`src/design/circle_outline_point_generator_defines.svh`:
```
// ----------------------------------------------------------------------------
// Circle outline point generator: assertion macros
// Shared concurrent assertion helpers for the block, clocked on clk and
// disabled while rst_n is low.
// ----------------------------------------------------------------------------
`ifndef CIRCLE_OUTLINE_POINT_GENERATOR_DEFINES_SVH
`define CIRCLE_OUTLINE_POINT_GENERATOR_DEFINES_SVH

// Same-cycle implication
`define COG_ASSERT_NOW(label, clk, rst_n, ante, cons) \
    label: assert property (@(posedge clk) disable iff (!rst_n) (ante) |-> (cons)) \
        else $error("assertion failed: same-cycle check");

// Next-cycle implication
`define COG_ASSERT_NEXT(label, clk, rst_n, ante, cons) \
    label: assert property (@(posedge clk) disable iff (!rst_n) (ante) |=> (cons)) \
        else $error("assertion failed: next-cycle check");

`endif

```
`src/design/cog_pkg.sv`:
```
// ----------------------------------------------------------------------------
// Circle outline point generator package
// Kind codes, back-end sequencer states and status groups.
// ----------------------------------------------------------------------------
package cog_pkg;

    // Request kind codes
    localparam logic KIND_START = 1'b0;
    localparam logic KIND_STEP  = 1'b1;

    // Back-end sequencer states
    typedef enum logic [1:0] {
        BK_IDLE,
        BK_ITER,
        BK_DONE
    } cog_back_state_t;

    // Front-end status
    typedef struct packed {
        logic active;
        logic push;
        logic push_last;
    } cog_front_status_t;

    // Back-end status
    typedef struct packed {
        logic pop;
        logic out_load;
    } cog_back_status_t;

endpackage

```
`src/design/cog_fifo.sv`:
```
// ----------------------------------------------------------------------------
// Circle outline job queue
// Small register FIFO between the front and back ends.
// ----------------------------------------------------------------------------
module cog_fifo #(
    parameter int WIDTH = 8,
    parameter int DEPTH = 2
) (
    input  logic             clk,
    input  logic             rst_n,
    input  logic             push,
    input  logic [WIDTH-1:0] push_data,
    output logic             full,
    input  logic             pop,
    output logic [WIDTH-1:0] pop_data,
    output logic             valid
);

    localparam int PW = (DEPTH > 1) ? $clog2(DEPTH) : 1;
    localparam int CW = $clog2(DEPTH + 1);
    localparam logic [PW-1:0] LAST_PTR = PW'(DEPTH - 1);

    logic [WIDTH-1:0] mem_reg [DEPTH];
    logic [PW-1:0]    wr_ptr_reg, wr_ptr_next;
    logic [PW-1:0]    rd_ptr_reg, rd_ptr_next;
    logic [CW-1:0]    count_reg, count_next;

    assign full     = (count_reg == CW'(DEPTH));
    assign valid    = (count_reg != '0);
    assign pop_data = mem_reg[rd_ptr_reg];

    // Pointer and fill count update
    always_comb
    begin
        wr_ptr_next = wr_ptr_reg;
        rd_ptr_next = rd_ptr_reg;
        count_next  = count_reg;
        if (push)
        begin
            wr_ptr_next = (wr_ptr_reg == LAST_PTR) ? '0 : wr_ptr_reg + 1'b1;
        end
        if (pop)
        begin
            rd_ptr_next = (rd_ptr_reg == LAST_PTR) ? '0 : rd_ptr_reg + 1'b1;
        end
        if (push && !pop)
        begin
            count_next = count_reg + 1'b1;
        end
        else if (pop && !push)
        begin
            count_next = count_reg - 1'b1;
        end
    end

    always_ff @(posedge clk or negedge rst_n)
    begin
        if (!rst_n)
        begin
            wr_ptr_reg <= '0;
            rd_ptr_reg <= '0;
            count_reg  <= '0;
        end
        else
        begin
            wr_ptr_reg <= wr_ptr_next;
            rd_ptr_reg <= rd_ptr_next;
            count_reg  <= count_next;
        end
    end

    // Storage, no reset
    always_ff @(posedge clk)
    begin
        if (push)
        begin
            mem_reg[wr_ptr_reg] <= push_data;
        end
    end

endmodule

```
`src/design/cog_front.sv`:
```
// ----------------------------------------------------------------------------
// Circle outline front end
// Accepts requests, holds the circle state and issues one job per column.
// ----------------------------------------------------------------------------
module cog_front #(
    parameter int RADIUS_BITS = 11,
    parameter int COORD_BITS  = 16
) (
    input  logic                          clk,
    input  logic                          rst_n,
    input  logic                          accept,
    input  logic                          kind,
    input  logic signed [COORD_BITS-1:0]  center_x,
    input  logic signed [COORD_BITS-1:0]  center_y,
    input  logic [RADIUS_BITS-1:0]        radius,
    output logic signed [COORD_BITS-1:0]  job_cx,
    output logic signed [COORD_BITS-1:0]  job_cy,
    output logic signed [RADIUS_BITS:0]   job_off,
    output logic [2*RADIUS_BITS-1:0]      job_rr,
    output logic                          job_last,
    output cog_pkg::cog_front_status_t    status
);

    logic                         active_reg, active_next;
    logic signed [RADIUS_BITS:0]  offset_reg, offset_next;
    logic signed [COORD_BITS-1:0] cx_reg;
    logic signed [COORD_BITS-1:0] cy_reg;
    logic [RADIUS_BITS-1:0]       radius_reg;
    logic [2*RADIUS_BITS-1:0]     rr_reg;
    logic signed [RADIUS_BITS:0]  last_off;
    logic                         is_last;
    logic                         start;
    logic                         push;

    // Final column sits at radius - 1
    assign last_off = $signed({1'b0, radius_reg}) - $signed((RADIUS_BITS+1)'(1));
    assign is_last  = (offset_reg == last_off);
    assign start    = accept && (kind == cog_pkg::KIND_START);
    assign push     = accept && (kind == cog_pkg::KIND_STEP) && active_reg;

    assign job_cx   = cx_reg;
    assign job_cy   = cy_reg;
    assign job_off  = offset_reg;
    assign job_rr   = rr_reg;
    assign job_last = is_last;

    assign status.active    = active_reg;
    assign status.push      = push;
    assign status.push_last = is_last;

    // Column walk
    always_comb
    begin
        active_next = active_reg;
        offset_next = offset_reg;
        if (start)
        begin
            active_next = (radius != '0);
            offset_next = -$signed({1'b0, radius});
        end
        else if (push)
        begin
            if (is_last)
            begin
                active_next = 1'b0;
            end
            else
            begin
                offset_next = offset_reg + $signed((RADIUS_BITS+1)'(1));
            end
        end
    end

    always_ff @(posedge clk or negedge rst_n)
    begin
        if (!rst_n)
        begin
            active_reg <= 1'b0;
            offset_reg <= '0;
            radius_reg <= '0;
        end
        else
        begin
            active_reg <= active_next;
            offset_reg <= offset_next;
            if (start)
            begin
                radius_reg <= radius;
            end
        end
    end

    // Circle parameters and radius squared
    always_ff @(posedge clk)
    begin
        if (start)
        begin
            cx_reg <= center_x;
            cy_reg <= center_y;
            rr_reg <= radius * radius;
        end
    end

endmodule

```
`src/design/cog_back.sv`:
```
// ----------------------------------------------------------------------------
// Circle outline back end
// Iterative integer square root per column and the output register.
// ----------------------------------------------------------------------------
module cog_back #(
    parameter int RADIUS_BITS = 11,
    parameter int COORD_BITS  = 16
) (
    input  logic                          clk,
    input  logic                          rst_n,
    input  logic                          job_valid,
    input  logic signed [COORD_BITS-1:0]  job_cx,
    input  logic signed [COORD_BITS-1:0]  job_cy,
    input  logic signed [RADIUS_BITS:0]   job_off,
    input  logic [2*RADIUS_BITS-1:0]      job_rr,
    input  logic                          job_last,
    output logic                          job_pop,
    output logic                          out_valid,
    input  logic                          out_ready,
    output logic signed [COORD_BITS:0]    point_x,
    output logic signed [COORD_BITS:0]    upper_y,
    output logic signed [COORD_BITS:0]    lower_y,
    output logic                          last,
    output cog_pkg::cog_back_status_t     status
);

    localparam int VW = 2 * RADIUS_BITS;
    localparam int NW = $clog2(RADIUS_BITS);
    localparam int WW = ((COORD_BITS > RADIUS_BITS) ? COORD_BITS : RADIUS_BITS) + 2;
    localparam int OW = COORD_BITS + 1;
    localparam logic [VW-1:0] TOP_BIT = VW'(1) << (VW - 2);

    cog_pkg::cog_back_state_t state_reg, state_next;

    logic [NW-1:0]                cnt_reg, cnt_next;
    logic [VW-1:0]                rem_reg, rem_next;
    logic [VW-1:0]                res_reg, res_next;
    logic [VW-1:0]                bit_reg, bit_next;
    logic signed [COORD_BITS-1:0] cx_reg, cy_reg;
    logic signed [RADIUS_BITS:0]  off_reg;
    logic                         last_reg;
    logic                         out_valid_reg, out_valid_next;
    logic signed [OW-1:0]         px_reg, up_reg, lo_reg;
    logic                         tlast_reg;

    logic                         out_free;
    logic                         pop;
    logic                         load;
    logic [RADIUS_BITS-1:0]       aoff;
    logic [VW:0]                  trial;

    logic [RADIUS_BITS-1:0]       q;
    logic                         exact;
    logic signed [WW-1:0]         cx_w, cy_w, off_w, q_w;
    logic signed [WW-1:0]         px_w, up_w, lo_w;

    assign out_free = !out_valid_reg || out_ready;
    assign job_pop  = pop;
    assign status.pop      = pop;
    assign status.out_load = load;

    // Magnitude of the column offset and one root step
    assign aoff  = job_off[RADIUS_BITS] ? RADIUS_BITS'(-job_off) : job_off[RADIUS_BITS-1:0];
    assign trial = {1'b0, res_reg} + {1'b0, bit_reg};

    // Output arithmetic with truncation toward zero
    always_comb
    begin
        q     = res_reg[RADIUS_BITS-1:0];
        exact = (rem_reg == '0);
        cx_w  = WW'(cx_reg);
        cy_w  = WW'(cy_reg);
        off_w = WW'(off_reg);
        q_w   = $signed({{(WW-RADIUS_BITS){1'b0}}, q});
        px_w  = cx_w + off_w;
        up_w  = cy_w - q_w;
        lo_w  = cy_w + q_w;
        if (!exact && (cy_w > q_w))
        begin
            up_w = up_w - $signed(WW'(1));
        end
        if (!exact && (lo_w < $signed(WW'(0))))
        begin
            lo_w = lo_w + $signed(WW'(1));
        end
    end

    // Sequencer
    always_comb
    begin
        state_next     = state_reg;
        cnt_next       = cnt_reg;
        rem_next       = rem_reg;
        res_next       = res_reg;
        bit_next       = bit_reg;
        out_valid_next = out_valid_reg;
        pop            = 1'b0;
        load           = 1'b0;

        if (out_valid_reg && out_ready)
        begin
            out_valid_next = 1'b0;
        end

        case (state_reg)
            cog_pkg::BK_ITER:
            begin
                if ({1'b0, rem_reg} >= trial)
                begin
                    rem_next = rem_reg - trial[VW-1:0];
                    res_next = (res_reg >> 1) + bit_reg;
                end
                else
                begin
                    res_next = res_reg >> 1;
                end
                bit_next = bit_reg >> 2;
                cnt_next = cnt_reg - 1'b1;
                if (cnt_reg == '0)
                begin
                    state_next = cog_pkg::BK_DONE;
                end
            end
            cog_pkg::BK_DONE:
            begin
                if (out_free)
                begin
                    load           = 1'b1;
                    out_valid_next = 1'b1;
                    state_next     = cog_pkg::BK_IDLE;
                end
            end
            default:
            begin
                state_next = cog_pkg::BK_IDLE;
            end
        endcase

        // Take the next job when idle or as the finished one leaves
        if (job_valid && ((state_reg == cog_pkg::BK_IDLE) || load))
        begin
            pop        = 1'b1;
            state_next = cog_pkg::BK_ITER;
            cnt_next   = NW'(RADIUS_BITS - 1);
            rem_next   = job_rr - aoff * aoff;
            res_next   = '0;
            bit_next   = TOP_BIT;
        end
    end

    always_ff @(posedge clk or negedge rst_n)
    begin
        if (!rst_n)
        begin
            state_reg     <= cog_pkg::BK_IDLE;
            out_valid_reg <= 1'b0;
        end
        else
        begin
            state_reg     <= state_next;
            out_valid_reg <= out_valid_next;
        end
    end

    // Datapath registers
    always_ff @(posedge clk)
    begin
        cnt_reg <= cnt_next;
        rem_reg <= rem_next;
        res_reg <= res_next;
        bit_reg <= bit_next;
        if (pop)
        begin
            cx_reg   <= job_cx;
            cy_reg   <= job_cy;
            off_reg  <= job_off;
            last_reg <= job_last;
        end
        if (load)
        begin
            px_reg    <= px_w[OW-1:0];
            up_reg    <= up_w[OW-1:0];
            lo_reg    <= lo_w[OW-1:0];
            tlast_reg <= last_reg;
        end
    end

    assign out_valid = out_valid_reg;
    assign point_x   = px_reg;
    assign upper_y   = up_reg;
    assign lower_y   = lo_reg;
    assign last      = tlast_reg;

endmodule

```
`src/design/circle_outline_point_generator.sv`:
```
// ----------------------------------------------------------------------------
// Circle outline point generator
// Walks the columns of a circle and gives the two outline rows per column.
//
//   channel  dir  handshake           payload
//   s_*      in   s_tvalid/s_tready   tuser: kind; tdata: center_x, center_y, radius
//   m_*      out  m_tvalid/m_tready   tdata: point_x, upper_y, lower_y; tlast: last
//
// Each column runs RADIUS_BITS steps of the shared square root unit in the
// back end and then the output load, which is overlapped with the pop of the
// next job. Start requests give no result.
// Reset clears the column walk state, the job queue and the output valid flag.
// Input stalls only when the job queue is full; a waiting result holds the
// back end while the front end keeps filling the queue.
// ----------------------------------------------------------------------------
`include "circle_outline_point_generator_defines.svh"

module circle_outline_point_generator #(
    parameter int RADIUS_BITS = 11,
    parameter int COORD_BITS  = 16
) (
    input  logic                   clk,
    input  logic                   rst_n,
    input  logic                   s_tvalid,
    output logic                   s_tready,
    // center_x, center_y, radius (lowest bits first), zero padded
    input  logic [(2*COORD_BITS+RADIUS_BITS+7)/8*8-1:0] s_tdata,
    // kind
    input  logic                   s_tuser,
    output logic                   m_tvalid,
    input  logic                   m_tready,
    // point_x, upper_y, lower_y (lowest bits first), zero padded
    output logic [(3*(COORD_BITS+1)+7)/8*8-1:0]         m_tdata,
    output logic                   m_tlast
);

    localparam int IN_BITS   = 2 * COORD_BITS + RADIUS_BITS;
    localparam int OW        = COORD_BITS + 1;
    localparam int OUT_BITS  = 3 * OW;
    localparam int OUT_BYTES = (OUT_BITS + 7) / 8;
    localparam int JOB_W     = 2 * COORD_BITS + (RADIUS_BITS + 1) + 2 * RADIUS_BITS + 1;
    localparam int Q_DEPTH   = 2;

    logic                          accept;
    logic signed [COORD_BITS-1:0]  f_cx, f_cy, b_cx, b_cy;
    logic signed [RADIUS_BITS:0]   f_off, b_off;
    logic [2*RADIUS_BITS-1:0]      f_rr, b_rr;
    logic                          f_last, b_last;
    logic [JOB_W-1:0]              q_in, q_out;
    logic                          q_full, q_valid;
    logic                          q_pop;
    logic signed [OW-1:0]          point_x, upper_y, lower_y;
    cog_pkg::cog_front_status_t    f_status;
    cog_pkg::cog_back_status_t     b_status;

    assign accept   = s_tvalid && s_tready;
    assign s_tready = !q_full;

    cog_front #(
        .RADIUS_BITS (RADIUS_BITS),
        .COORD_BITS  (COORD_BITS)
    ) u_front (
        .clk      (clk),
        .rst_n    (rst_n),
        .accept   (accept),
        .kind     (s_tuser),
        .center_x (s_tdata[COORD_BITS-1:0]),
        .center_y (s_tdata[2*COORD_BITS-1:COORD_BITS]),
        .radius   (s_tdata[IN_BITS-1:2*COORD_BITS]),
        .job_cx   (f_cx),
        .job_cy   (f_cy),
        .job_off  (f_off),
        .job_rr   (f_rr),
        .job_last (f_last),
        .status   (f_status)
    );

    // Job packing through the queue
    assign q_in = {f_last, f_rr, f_off, f_cy, f_cx};
    assign {b_last, b_rr, b_off, b_cy, b_cx} = q_out;

    cog_fifo #(
        .WIDTH (JOB_W),
        .DEPTH (Q_DEPTH)
    ) u_queue (
        .clk       (clk),
        .rst_n     (rst_n),
        .push      (f_status.push),
        .push_data (q_in),
        .full      (q_full),
        .pop       (q_pop),
        .pop_data  (q_out),
        .valid     (q_valid)
    );

    cog_back #(
        .RADIUS_BITS (RADIUS_BITS),
        .COORD_BITS  (COORD_BITS)
    ) u_back (
        .clk       (clk),
        .rst_n     (rst_n),
        .job_valid (q_valid),
        .job_cx    (b_cx),
        .job_cy    (b_cy),
        .job_off   (b_off),
        .job_rr    (b_rr),
        .job_last  (b_last),
        .job_pop   (q_pop),
        .out_valid (m_tvalid),
        .out_ready (m_tready),
        .point_x   (point_x),
        .upper_y   (upper_y),
        .lower_y   (lower_y),
        .last      (m_tlast),
        .status    (b_status)
    );

    assign m_tdata = {{(OUT_BYTES*8-OUT_BITS){1'b0}}, lower_y, upper_y, point_x};

    // Checks on the queue hand-off and the column walk
    `COG_ASSERT_NEXT(a_push_fills_queue, clk, rst_n, f_status.push, q_valid)
    `COG_ASSERT_NOW(a_pop_needs_job, clk, rst_n, b_status.pop, q_valid)
    `COG_ASSERT_NEXT(a_last_column_ends, clk, rst_n,
        f_status.push && f_status.push_last, !f_status.active)
    `COG_ASSERT_NEXT(a_load_shows_result, clk, rst_n, b_status.out_load, m_tvalid)

endmodule

```
`config.mk`:
```
export PLATFORM = sky130hd
export DESIGN_NAME = circle_outline_point_generator
export DESIGN_NICKNAME = d
export VERILOG_FILES = /design/src/design/cog_pkg.sv /design/src/design/cog_fifo.sv /design/src/design/cog_front.sv /design/src/design/cog_back.sv /design/src/design/circle_outline_point_generator.sv
export VERILOG_INCLUDE_DIRS = /design/src /design/src/design
export SDC_FILE = /design/constraint.sdc
export NUM_CORES = 1
export LEC_CHECK = 0
export ABC_AREA = 1
export BUFFER_PORTS_ARGS = -buffer_cell sky130_fd_sc_hd__buf_2
export CORE_MARGIN = 2
export CORE_UTILIZATION = 32
export CTS_BUF_LIST = sky130_fd_sc_hd__clkbuf_4
export DETAILED_ROUTE_END_ITERATION = 10
export PLACE_DENSITY = 0.55
export SLEW_MARGIN = 20
export SYNTH_ARGS = -nofsm -noshare
export SYNTH_HDL_FRONTEND = slang
export SYNTH_SLANG_ARGS = --single-unit
```
`constraint.sdc`:
```
create_clock -name clk -period 16.4 [get_ports clk]
set_clock_uncertainty 0.05 [all_clocks]
set_input_delay 3.28 -clock clk [delete_from_list [all_inputs] [get_ports clk]]
set_output_delay 3.28 -clock clk [all_outputs]
set_load 0.01 [all_outputs]
```
==> out/qor.txt <==
Status: complete, no violations
# rows: 109
Critical Path Fanout Max: 27
Fin. Hold Viols: 0
Post-CTS resize count: 0
Worst Path Required: 16940 ps
Hold crit path type: reg2reg
Die Wd: 301.4 um
Crit path capture: u_back.rem_reg[18]
Crit path kind: reg2reg
Total GRT Usage: 15.46%
Min Clock Period, post-route: 8155 ps
Avg Vias per Cell: 4.606
Pin count of the biggest net entering global routing: 57
Slowest stage delay, CP: 590 ps
#FFs+latches synth: 372
Gr ovfl total: 0
Layout cells sized above 1: 11.20%
Critical path startpoint category: flop
Data arrival time of the worst path: 8690 ps
Period utilization: 49.73%
Full die area: 0.09084 mm2
Critical register-to-register path startpoint: u_queue.rd_ptr_reg
Clock Latency Late Sink: 860 ps
Final Max Tran Viols: 0
Post-synth EDFFs: 304
RSZ-0062 raised after global routing: no
Reg2reg path depth: 29
Synth unique cells: 59
Average wire per standard cell: 14.65 um
Clk slew on worst S/H paths: 60 ps
Max FFs per register: 132
Top cells by count, synth: 855 x nand2_1, 559 x inv_1, 304 x edfxtp_1
Die Span Y: 301.4 um
CTS max path bufs: 3
Crit path max-delay family: adder cells
Yosys warning count: 0
Register area share after synthesis: 37.61%
Area leader, netlist: edfxtp_1
Nets@finish: 3886
Clock sinks: 372
Most common flop cell mapped by yosys: edfxtp_1
Utilization after layout: 35.65%
GPL Wtd Cong: 0.9200
Num ports: 112
Fmax achieved: 122.6 MHz
Worst R2R Setup Slack: 8240 ps
Inserted Clock Buffers: 100
Vias after detailed routing: 21790
CP max-delay cell: dfrtp_4
Largest cells by area after synthesis: edfxtp_1 32%, nand2_1 11%, fa_1 11%
Core region area: 0.08797 mm2
Area grow syn2layout: 10.82%
Final setup violating endpoints: 0
Postcts setup bufs: 0
Initial core utilization: 32.17%
CTS tree: built
H-tree levels: 3
DRC errors left: 0
First-pass GRT wire length: 112800 um
Initial antenna violation count: 2
Initial DRC Count: 1205
Max_cap viols: 0
Most instantiated library cell after synthesis: nand2_1
Post-synth ARST share: 8.333%
Port Buffer Count: 101
FF-to-FF End: u_back.rem_reg[18]
Detail Placement HPWL: 52940 um
Vias in the first global route: 21920
CP endpoint kind: flop
Cell Area, Synth: 0.02830 mm2
Slew margin rel.: 34.11%
CTS Root Cell: clkbuf_4
Synth Instances: 3337
Worst-margin pin slew: 986.0 ps
Final wirelength: 69300 um
Sum Neg Setup Slack: 0 ps
Stages on worst setup path: 29
Remaining antenna violation count: 0
Share of the synthesized area in the top cell type: 32.26%
Worst path bufs/invs: 8
Hold buffer count at cts: 0
Hold WS: 380.1 ps
Mean Syn Cell Area: 8.481 um2
Worst setup startpoint: u_queue.rd_ptr_reg
DRT Pass-1 Iters: 6
[cells in the final DEF, fill, tap and decap left out, types with 26 or more instances in the layout]
cell type,n
o21ai_0,114
nor3_1,26
nand4_1,39
edfxtp_1,304
xor2_1,100
fa_1,149
dfxtp_1,37
clkbuf_4,146
nand2_1,855
buf_2,101
nand3_1,193
inv_2,30
nor2_1,233
dfrtp_1,30
ha_1,203
xnor2_1,40
inv_1,559
a21oi_1,143
[routing by layer]
| metal | routed length [um] | track usage, % |
|---|---|---|
| met3 | 2330 | 2.248 |
| met2 | 34020 | 27.35 |
| met5 | 0 | 0 |
| met1 | 31610 | 19.71 |
| met4 | 1342 | 3.850 |
[per-stage QoR]
step                worst slack [ps]  std cells  cell area [um2]
floorplan                       8569       3341            28320
global placement                8147       4543            30020
detailed placement              8142       4544            30040
CTS                             8145       4727            31360
global route                    7523       4729            31360
finish                          8245       4730            31360
[cell type report]
| cell class | count | area [um2] |
|---|---|---|
| clock inverter | 37 | 222.7 |
| multi-input combinational | 2298 | 15070 |
| timing repair buffer | 116 | 630.6 |
| sequential | 372 | 10650 |
| antenna | 3 | 7.507 |
| tap | 1165 | 1458 |
| clock buffer | 146 | 1096 |
| fill | 9188 | 56600 |
| inverter | 593 | 2232 |
[worst min-delay path by stage]
stage,to,slack [ps],from,cells past startpoint
after floorplan,u_back.last,350,u_back.last_reg,0
after global placement,u_queue.mem_reg[0][51],370,u_front.job_rr[7],0
after detailed placement,u_queue.mem_reg[1][30],380,u_front.job_cy[14],0
after CTS,u_queue.mem_reg[0][50],370,u_front.job_rr[6],0
after global routing,u_queue.mem_reg[0][14],400,u_front.job_cx[14],0
final,u_queue.mem_reg[0][50],380,u_front.job_rr[6],0
[kinds of logic after synthesis]
kind of cell | count (synthesis) | share of synthesized area [%]
flops | 372 | 37.61
other cells | 1 | 0.01325
xor+xnor | 144 | 4.585
fa+ha+maj | 352 | 19.51
simple gates | 1428 | 21.34
buf+inv | 671 | 9.306
compound gates | 354 | 7.096
mux | 15 | 0.5305
[worst register-to-register path, delay by kind of cell, from the launching register on]
family | cells | cell delay, ps
DFF | 1 | 590
xor gates and xnor gates | 1 | 200
buffers and inverters | 8 | 1410
AOI/OAI and AO/OA | 4 | 750
and+or+nand+nor | 9 | 1710
adders and majority gates | 7 | 3180
Power is not shown: default switching activity piles up to over one toggle a cycle in this logic, so the estimate is an artifact.
